==> config.mk <==
export PLATFORM = sky130hd
export DESIGN_NAME = tts_ram
export DESIGN_NICKNAME = d
export VERILOG_FILES = /design/src/hdl/tts_ram.sv
export SDC_FILE = /design/constraint.sdc
export NUM_CORES = 1
export LEC_CHECK = 0
export BUFFER_PORTS_ARGS = -buffer_cell sky130_fd_sc_hd__buf_2
export CORE_UTILIZATION = 65
export CTS_CLUSTER_DIAMETER = 200
export DETAILED_ROUTE_END_ITERATION = 10
export GPL_TIMING_DRIVEN = 0
export HOLD_SLACK_MARGIN = 0.05
export PLACE_DENSITY = 0.84
export SKIP_CTS_REPAIR_TIMING = 1
export SYNTH_ARGS = -nofsm -noshare
export SYNTH_HDL_FRONTEND = slang
export SYNTH_SLANG_ARGS = --single-unit
==> constraint.sdc <==
create_clock -name clk -period 3.69 [get_ports clk]
set_input_delay 0.1845 -clock clk [delete_from_list [all_inputs] [get_ports clk]]
set_output_delay 0.1845 -clock clk [all_outputs]
set_load 0.02 [all_outputs]
==> src/hdl/tts_ram.sv <==
// Generic single-port-write, single-port-read RAM with registered read data.
// Stand-alone; no package dependency.
`default_nettype none

module tts_ram #(
  parameter int WIDTH = 8,
  parameter int DEPTH = 16,
  localparam int AW = (DEPTH > 1) ? $clog2(DEPTH) : 1
) (
  input  wire logic             clk,
  input  wire logic             we,
  input  wire logic [AW-1:0]    waddr,
  input  wire logic [WIDTH-1:0] wdata,
  input  wire logic             re,
  input  wire logic [AW-1:0]    raddr,
  output logic      [WIDTH-1:0] rdata
);

  logic [WIDTH-1:0] mem [DEPTH];

  // Write port.
  always_ff @(posedge clk) begin
    if (we) begin
      mem[waddr] <= wdata;
    end
  end

  // Registered read port.
  always_ff @(posedge clk) begin
    if (re) begin
      rdata <= mem[raddr];
    end
  end

endmodule

`default_nettype wire

-- Word level (Yosys, flattened, before mapping)
Memory sizes are Yosys's and may differ from the RTL's. A register that Yosys moved wholly into a read port is not among the register bits.
Cells that the tools add are included.
Widths: inputs -> output; s select.
- memory bits (writable): 128
- bits of input ports: 19
- ROM bits: 0
- output and inout port bits: 8
- memories: 1
- bits in registers: 0
- word-level logic and storage cells: 3
- bits in latches: 0
- multiply operators: 0
- div/mod/pow operators: 0
- shift operators: 0
- reduce and logical (&&, ||, !) cells: 0
- magnitude comparators: 0
- $add $sub $neg: 0
- bitwise logic cells: 0
- multiplexer cells: 2
- equal/unequal tests: 0
- memory list (memory ; depth ; width ; read ports ; clocked after memory_dff ; write ports ; RTL line ; source):
    mem ; 16 ; 8 ; 1 ; 1 ; 1 ; 19 ; logic [WIDTH-1:0] mem [DEPTH];
- operators by type and width (operator ; number):
    $mux 1 ; 2

-- Logic depth before layout (Yosys ltp)
- depth after elaboration: 2
- depth in mapped cells: 5
- depth with buffers taken out: 3

-- Least setup slack after synthesis
Ideal clock, no wire load.
- kind: input to register
- start: input port waddr[2]
- end: memory mem[0][0] (enable)
- library setup time: 0.383 ns
- slack: 2.013 ns
- arrival: 1.294 ns
- buffers on the path: 0
- required time: 3.307 ns
- stages on the path: 2
- path through: or3b_2 nor3_1
- RTL lines (item ; RTL line ; source):
    from (decl) ; 12 ; input wire logic [AW-1:0] waddr,
    to (decl) ; 19 ;
Straight into the memory's write port.

==> impl_metrics.tcl <==
set metrics [dict create \
    port_buffers 25 \
    critPathKind "flop to flop" \
    fin_setup_tns_ns 0 \
    yosys.area_share.adder_pct 0 \
    io_pins 27 \
    grt.overflow.total 0 \
    clk_path_buf_depth 2 \
    setup_ws_ns 2.09 \
    slew_headroom_pct 15.6 \
    rsz0062_at_grt "false" \
    stdcell_area_um2 6100 \
    antenna_cells 0 \
    yosys.area.top_type "edfxtp_1" \
    vdd_ir_drop_max_mv 0.515 \
    setup_viol 0 \
    cts_buffers 17 \
    reg2reg_depth 3 \
    netlist_top_cells_area "edfxtp_1, mux4_2, mux4_1" \
    post_drt_wl_per_cell_um 27.2 \
    grt_pass1_vias 2633 \
    clk_pin_slew_ns 0.06 \
    worstHoldStart "wdata[5]" \
    final_util_pct 78.5 \
    htreeDepth 4 \
    min_path_type "input port to flop" \
    min_to "mem[5][5]$_DFFE_PP_" \
    synth_compound_area_share_pct 2.30 \
    cts_tree "done" \
    start_util_pct 67.3 \
    crit_path_max_fanout 1 \
    outcome "completed" \
    dieArea_um2 8410 \
    area_growth_pct 16.6 \
    fin_skew_ns 0.0111 \
    ys_seq_area_share_pct 78.1 \
    crit_path_top_delay_cell "mux4_1" \
    drt_iter0_markers 257 \
    grt_max_degree 17 \
    path_cells "mux4_1 -> a22oi_1 -> nand2_1" \
    synth-seq-cells 136 \
    rows 32 \
    critPathLaunchType "flop" \
    finalCritPeriodShare_pct 43.3 \
    tightest_slew_ns 1.26 \
    syn_avg_cell_area_um2 22.8 \
    worstReg2RegEnd "rdata[0]$_DFFE_PP_" \
    crit_required_ns 3.94 \
    dieHeight_um 91.7 \
    firstDrtPassIters 5 \
    synth_area_um2 5230 \
    dp_hpwl_um 6040 \
    fp.dieW_um 91.7 \
    clock-root-buffer "clkbuf_8" \
    dp_slack_ns 1.38 \
    finalPower_mw 3.61 \
    routabilityCongestion 0.769 \
    synth_top_area_share_pct 78.1 \
    maxCapViolations 0 \
    layout.nets 293 \
    synth_nets 248 \
    synth_top_family_by_area "multiplexers" \
    maxSlewViolCount 0 \
    vias 2570 \
    synth_mux_area_share_pct 14.8 \
    cp.arrival_ns 1.85 \
    hold_depth 1 \
    drc 0 \
    synth_cell_types 18 \
    p_per_area_nw_per_um2 593 \
    leakage_nw 2.04 \
    core_area_um2 7770 \
    min_period_ns 1.60 \
    cts.sinks 136 \
    yosysWarnings 0 \
    drive_gt1_share_pct 29.6 \
    critPathCaptureType "flop" \
    antenna_found_initial 0 \
    postRouteAntennaNets 0 \
    r2r-start "mem[0][0]$_DFFE_PP_" \
    wirelength_um 10600 \
    r2r_slack_ns 2.09 \
    synth_xor_area_share_pct 0 \
    synth-simple-area-share_pct 3.14 \
    synthCells 229 \
    grt_usage_pct 28.6 \
    slowest_delay_ns 0.51 \
    clock_latency_ns 0.51 \
    clock.fmax_mhz 625 \
    finalHoldViolCount 0 \
    place_area_um2 5480 \
    viasPerCell 6.61 \
    grt_first_pass_wirelength_um 16000 \
]
-- cell usage in the layout, fill, tap and decap left out, drive strengths merged --
master	count
clkdlybuf4s25	3
or3b	1
clkinvlp	4
nand3b	2
buf	32
edfxtp	136
bufinv	4
nand2b	2
a22oi	16
mux4	32
nand3	1
dlygate4sd3	1
and2b	1
nor2b	1
clkinv	5
nand2	9
clkbuf	19
and2	1
nor3	4
nor2	13
-- cell usage after synthesis --
master           instances
buf_4                    1
and2b_1                  1
nand2b_1                 2
nand3_1                  1
nor2b_1                  1
nor3_1                   4
nand3b_1                 2
nor2_1                  13
buf_2                    3
edfxtp_1               136
mux4_1                  14
buf_6                    3
clkdlybuf4s25_2          3
a22oi_1                 16
nand2_1                  9
and2_1                   1
mux4_2                  18
or3b_2                   1
-- through the flow --
stage | hold WS (ns) | cells
CTS | 0.00678 | 388
global placement | 0.520 | 356
floorplan | 0.283 | 229
finish | 0.0741 | 389
detailed placement | 0.534 | 356
global route | 0.0692 | 389
-- flip-flops by register name, summed over array words and instances (netlist names) --
name	cells
mem	128
rdata	8
-- cells by family after synthesis --
kind of cell	Yosys count
AO/OA/AOI/OAI	16
flip-flops	136
multiplexers	32
AND/OR/NAND/NOR	35
buffers and inverters	10
-- per-layer routing --
layer / wire length [um] / vias to the layer above / global-route usage, %
met5: 0 / - / 0
met4: 300 / 0 / 12.4
met3: 1010 / 21 / 7.55
met2: 5170 / 172 / 43.8
met1: 4110 / 1303 / 39.9
li1: - / 1074 / -
-- cell type report --
| type | count | area (um2) |
|---|---|---|
| Sequential cell | 136 | 4080 |
| Buffer | 10 | 86.3 |
| Clock inverter | 13 | 179 |
| Multi-Input combinational cell | 83 | 1060 |
| Fill cell | 395 | 1670 |
| Timing Repair Buffer | 26 | 135 |
| Clock buffer | 19 | 422 |
| Tap cell | 102 | 128 |
-- report_power, final --
part	total, mW	internal, mW	switching (mW)
logic	0.175	0.0680	0.107
clock network	1.69	1.09	0.597
registers	1.75	1.74	0.00982
total	3.61	2.90	0.714
-- worst max-delay path, delay by kind of cell, from the launching register on --
family | cells | cell delay [ns]
AOI/OAI and AO/OA | 1 | 0.33
DFF | 1 | 0.40
muxes | 1 | 0.51
and+or+nand+nor | 1 | 0.11
-- worst max path at each step --
stage                         from                   to  slack (ns)  cells after the start
6_report       mem[0][0]$_DFFE_PP_   rdata[0]$_DFFE_PP_        2.09                      3
3_5_place_dp              waddr[2]  mem[0][3]$_DFFE_PP_        1.38                      3
4_1_cts                   waddr[2]  mem[0][6]$_DFFE_PP_        1.81                      3
2_1_floorplan             waddr[2]  mem[0][0]$_DFFE_PP_        2.01                      2
3_3_place_gp              waddr[2]  mem[0][3]$_DFFE_PP_        1.48                      3
5_1_grt        mem[0][0]$_DFFE_PP_   rdata[0]$_DFFE_PP_        2.06                      3
Power figures use the tool's default switching activity.
