**src/hdl/tts_pkg.sv**
```systemverilog
// Shared types and constants for the tag tracking slot table.
// Used by tts_eval and the top level; depends on nothing.
`default_nettype none

package tts_pkg;

  // Default sizing, handed to the top level as parameter defaults.
  localparam int TAG_COUNT_DEF     = 32;
  localparam int SLOTS_PER_TAG_DEF = 4;

  // Fixed field widths of the transaction payloads.
  localparam int COORD_BITS = 12;
  localparam int TAG_BITS   = 5;
  localparam int IDX_BITS   = 2;
  localparam int TIME_BITS  = 32;
  localparam int MATCH_BITS = 13;

  // Configuration port.
  localparam int CFG_IDX_BITS  = 2;
  localparam int CFG_DATA_BITS = 32;
  localparam logic [CFG_IDX_BITS-1:0] CFG_MATCH_DISTANCE = 2'd0;
  localparam logic [CFG_IDX_BITS-1:0] CFG_LIVE_TIME      = 2'd1;

  // Register values after reset.
  localparam logic [MATCH_BITS-1:0] MATCH_DISTANCE_RST = 13'd100;
  localparam logic [TIME_BITS-1:0]  LIVE_TIME_RST      = 32'd1000000;

  // Command codes.
  localparam logic CMD_UPDATE = 1'b0;
  localparam logic CMD_QUERY  = 1'b1;

  typedef struct packed {
    logic                  cmd;
    logic [TAG_BITS-1:0]   tag_id;
    logic                  detection_good;
    logic [COORD_BITS-1:0] center_x;
    logic [COORD_BITS-1:0] center_y;
    logic [TIME_BITS-1:0]  now_time;
  } tts_in_t;

  typedef struct packed {
    logic                  found;
    logic [IDX_BITS-1:0]   slot_index;
    logic [COORD_BITS-1:0] slot_x;
    logic [COORD_BITS-1:0] slot_y;
    logic [TIME_BITS-1:0]  seen_time;
    logic [TIME_BITS-1:0]  seen_gap;
    logic                  last;
  } tts_out_t;

  // One stored slot.
  typedef struct packed {
    logic [COORD_BITS-1:0] x;
    logic [COORD_BITS-1:0] y;
    logic [TIME_BITS-1:0]  seen;
    logic [TIME_BITS-1:0]  gap;
  } tts_entry_t;

  // Verdict of the slot evaluation unit.
  typedef struct packed {
    logic near;   // Manhattan distance within the threshold
    logic stale;  // last sighting not after the alive limit
    logic live;   // last sighting not before the alive limit
  } tts_eval_t;

  typedef enum logic [1:0] {
    ST_IDLE,
    ST_READ,
    ST_EVAL,
    ST_FLUSH
  } tts_state_t;

endpackage

`default_nettype wire

```
**src/hdl/tts_eval.sv**
```systemverilog
// Slot evaluation unit: distance and age tests for one stored slot per cycle.
// Depends on tts_pkg for the slot entry and verdict types.
`default_nettype none

module tts_eval (
  input  wire logic [tts_pkg::COORD_BITS-1:0] cx,
  input  wire logic [tts_pkg::COORD_BITS-1:0] cy,
  input  wire logic [tts_pkg::MATCH_BITS-1:0] match_distance,
  input  wire logic [tts_pkg::TIME_BITS-1:0]  limit,
  input  wire tts_pkg::tts_entry_t            entry,
  output tts_pkg::tts_eval_t                  verdict
);

  localparam int DW = tts_pkg::COORD_BITS + 1;

  logic [tts_pkg::COORD_BITS-1:0] dx;
  logic [tts_pkg::COORD_BITS-1:0] dy;
  logic [DW-1:0]                  span;

  // Absolute differences per axis, then their sum.
  always_comb begin
    dx   = (cx > entry.x) ? (cx - entry.x) : (entry.x - cx);
    dy   = (cy > entry.y) ? (cy - entry.y) : (entry.y - cy);
    span = DW'(dx) + DW'(dy);
  end

  // Compare the distance with the threshold and the sighting with the limit.
  always_comb begin
    verdict.near  = (32'(span) <= 32'(match_distance));
    verdict.stale = (entry.seen <= limit);
    verdict.live  = (entry.seen >= limit);
  end

endmodule

`default_nettype wire

```
**config.mk**
```make
export PLATFORM = sky130hd
export DESIGN_NAME = tts_eval
export DESIGN_NICKNAME = d
export VERILOG_FILES = /design/src/hdl/tts_pkg.sv /design/src/hdl/tts_eval.sv
export SDC_FILE = /design/constraint.sdc
export NUM_CORES = 1
export LEC_CHECK = 0
export BUFFER_PORTS_ARGS = -buffer_cell sky130_fd_sc_hd__buf_2
export CAP_MARGIN = 20
export CORE_MARGIN = 4
export CORE_UTILIZATION = 45
export DETAILED_ROUTE_END_ITERATION = 10
export PLACE_DENSITY = 0.75
export SYNTH_ARGS = -nofsm -noshare
export SYNTH_HDL_FRONTEND = slang
export SYNTH_SLANG_ARGS = --single-unit
```
**constraint.sdc**
```tcl
create_clock -name vclk -period 15.27
set_clock_uncertainty 0.2 [all_clocks]
set_input_delay 3.054 -clock vclk [all_inputs]
set_output_delay 3.054 -clock vclk [all_outputs]
set_load 0.005 [all_outputs]
```
# --- Word-level counts from Yosys, hierarchy flattened ---
# Index checks and enable logic that the tools add are counted.
word_totals:
  register_bits: 0
  inputBits: 157
  wordCells: 12
op_classes:
  add_sub_neg: 5
  n_lt_le_gt_ge: 5
  mux: 2
ops:
  columns: ["operator", "n"]
  rows:
  - ["$sub 12x12->12", 4]
  - ["$ge 32x32->1", 1]
  - ["$le 32x32->1", 1]
  - ["$gt 12x12->1", 2]
  - ["$mux 12", 2]
  - ["$add 12x12->13", 1]
  - ["$le 13x13->1", 1]

# --- Logic depth before layout (Yosys ltp) ---
depth:
  word_depth: 4
  ltp_mapped: 24
  mapped_depth_nobuf: 23

# --- Worst setup path before layout ---
# Ideal clock, no wire load.
synth_timing:
  path_kind: "input to output"
  from: "input port cx[0] in the netlist's numbering"
  to: "output port verdict[2] in the netlist's numbering"
  t_arrival_ps: 7047
  slack_ps: 4969
  stages: 24
  path_cell_list: "inv_1 ha_1 inv_1 fa_1 a211oi_1 o211ai_1 a21oi_1 nor3_2 buf_6 mux2i_1 xnor2_1 ha_1 nor2b_1 o21ai_1 a21o_1 a31oi_1 or4_1 nand4_1 ha_1 a21o_1 a21o_1 a21oi_1 o21ai_0 o21ai_0"
synth_lines:
  columns: ["item", "line", "source"]
  rows:
  - ["start, declared", "tts_eval.sv:6", "input wire logic [tts_pkg::COORD_BITS-1:0] cx,"]
  - ["end, declared", "tts_eval.sv:11", "output tts_pkg::tts_eval_t verdict"]

==> flow_summary.yaml <==
logic_synthesis:
  synth_area_sq_um: 3930
  syn_nets: 818
  yosysSeqAreaShare_pct: 0
  synth_top_area_share_pct: 32.8
  postSynthAreaPerCell_sq_um: 7.10
  syn-instance-count: 553
  ys_warn_count: 0
  synth_area_leaders: "ha_1, inv_1, a21oi_1"
  synth_largest_area_cell: "ha_1"
  synthDistinctLibCells: 55
critical_path:
  crit_chain: "buf_2, inv_1, ha_1, a211oi_1, o211ai_1, a21oi_1, nor3_2, mux2_2, ha_1, a21o_1, a211oi_1, nor2_1, o41ai_1, o21ai_0, xor2_1, ha_1, a21o_1, a21oi_1, o21ai_0, o21ai_0, buf_2"
  crit_path_max_incr_delay_ns: 0.84
  cp-endpoint: "verdict[2]"
  end_kind: "output pin"
  required_ns: 12.02
  critPathLaunch: "cx[2]"
  path_class: "in -> out"
  critPathLaunchType: "input pin"
  slowest_stage: "nor3_2"
  worstPathArrival_ns: 8.42
  cp_max_fo: 11
place:
  post-place-ws_ns: 3.64
  placed_cells: 772
  place_congestion: 0.918
  port_buffers: 128
  dp_hpwl_um: 8870
power:
  ir_drop_v: 0.0000595
  power_uw: 323
  powerDensity_nw_per_um2: 70.3
  p_leak_nw: 2.68
sta:
  period_needed_ns: 11.67
  relSlewSlack_pct: 30.3
  rsz0062_at_grt: "false"
  finalSetupViolations: 0
  tightest_slew_ns: 1.04
  fmaxAchievable_mhz: 85.7
  fin_setup_tns_ns: 0
  slew_viol_final: 0
  finalCritPeriodShare_pct: 76.4
  setup_slack_ns: 3.60
  hold_viol_final: 0
layout:
  fillerInstances: 799
  register_area_sq_um: 0
  finalNonFillerCells: 772
  n_sequential_cell: 0
  final_cell_mix: "buf_2, inv_1, ha_1, a21oi_1, o21ai_0"
  nets: 934
  drive_above_1_share_pct: 21.6
  nClkBuffers: 0
  area_delta_synth_final_pct: 17.3
  num_antenna_cells: 0
  layout_commonest_cell: "buf_2"
min_path:
  hold_depth: 5
  hold_path.class: "in -> out"
die:
  rows: 33
  fp.dieW_um: 101
  initial_core_util_pct: 47.1
  die-area_sq_um: 10300
  coreArea_sq_um: 8340
  ioPinCount: 160
  dieHeight_um: 101
clock_network:
  holdBufCountCts: 0
  cts_repair_resize_count: 0
  cts_setup_buffers: 0
global_routing:
  antenna_found_initial: 0
  grt_pass1_wl_um: 15900
  grt_max_degree: 15
  grt_pass1_vias: 3786
  grt_usage_pct: 17.9
  gr-total-overflow: 0
route:
  drt-initial-drc-count: 98
  vias_per_cell: 5.29
  drc: 0
  routedWlPerCell_um: 12.7
  vias: 4086
  drtPass1Iterations: 4
  finalWirelength_um: 9830
  ant_nets: 0
run_status:
  status: "complete, no violations"
run:
  max-cap-violations: 0
==> metal layers <==
metal	global-route usage, %	share of wire, %
met1	22.0	42
met2	34.6	49
met3	0.964	7.3
met4	2.66	1.6
met5	0	0
==> cells in the mapped netlist, types with 2 or more instances <==
library cell	n
nor3_1	2
nor2b_1	6
o21ai_0	37
buf_2	5
a211oi_1	7
nand4_1	13
a21o_1	17
and3_1	3
xnor2_1	13
nand3_1	5
fa_1	5
ha_1	103
nand3b_1	4
o21bai_1	5
clkbuf_1	2
o211ai_1	3
nand2_1	31
o21ai_1	2
a211oi_2	2
mux2_2	2
a31oi_1	2
or2_2	3
xor2_1	14
nor3b_1	2
nand2b_1	8
a221oi_1	2
nor4_1	5
buf_6	4
a21oi_1	56
inv_1	109
nor2_1	33
mux2i_1	19
o21a_1	7
==> layout make-up <==
cell class	count	area, sq um	share of cell area (%)
inverter	109	409	8.89
multi-input combinational	430	3420	74.3
tap	105	131	2.85
timing repair buffer	128	641	13.9
==> worst min-delay path by stage <==
stage,from,endpoint,slack [ns]
global placement,match_distance[0],verdict[2],6.41
detailed placement,match_distance[0],verdict[2],6.41
finish,match_distance[0],verdict[2],6.43
global route,match_distance[0],verdict[2],6.48
CTS,match_distance[0],verdict[2],6.42
floorplan,match_distance[0],verdict[2],6.16
==> worst max-delay path, delay by kind of cell <==
family          cells  cell delay (ns)
xor+xnor            1             0.19
mux                 1             0.45
buf+inv             3             0.29
simple gates        2             0.94
compound gates     11             2.45
fa+ha+maj           3             1.05
==> cells by family (layout without fill, tap and decap cells) <==
kind of cell	count (synthesis)	count (layout)	synth area share [%]
buffers and inverters	123	237	12.8
muxes	21	21	5.42
adders and majority gates	108	108	35.4
and+or+nand+nor	121	121	15.7
AOI/OAI and AO/OA	153	153	24.7
xor gates and xnor gates	27	27	6.02
==> metrics by stage <==
stage / cell area (sq um) / hold WS [ns] / utilization (%)
finish: 4600 / 6.43 / 55.2
detailed placement: 4600 / 6.41 / 55.2
global placement: 4600 / 6.41 / 55.2
floorplan: 3930 / 6.16 / -
global route: 4600 / 6.48 / 55.2
CTS: 4600 / 6.42 / 55.2
==> power breakdown <==
part / internal [mW] / switching [mW] / total, mW
combinational: 0.151 / 0.172 / 0.323
sequential: 0 / 0 / 0
clock: 0 / 0 / 0
Power figures use the tool's default switching activity.
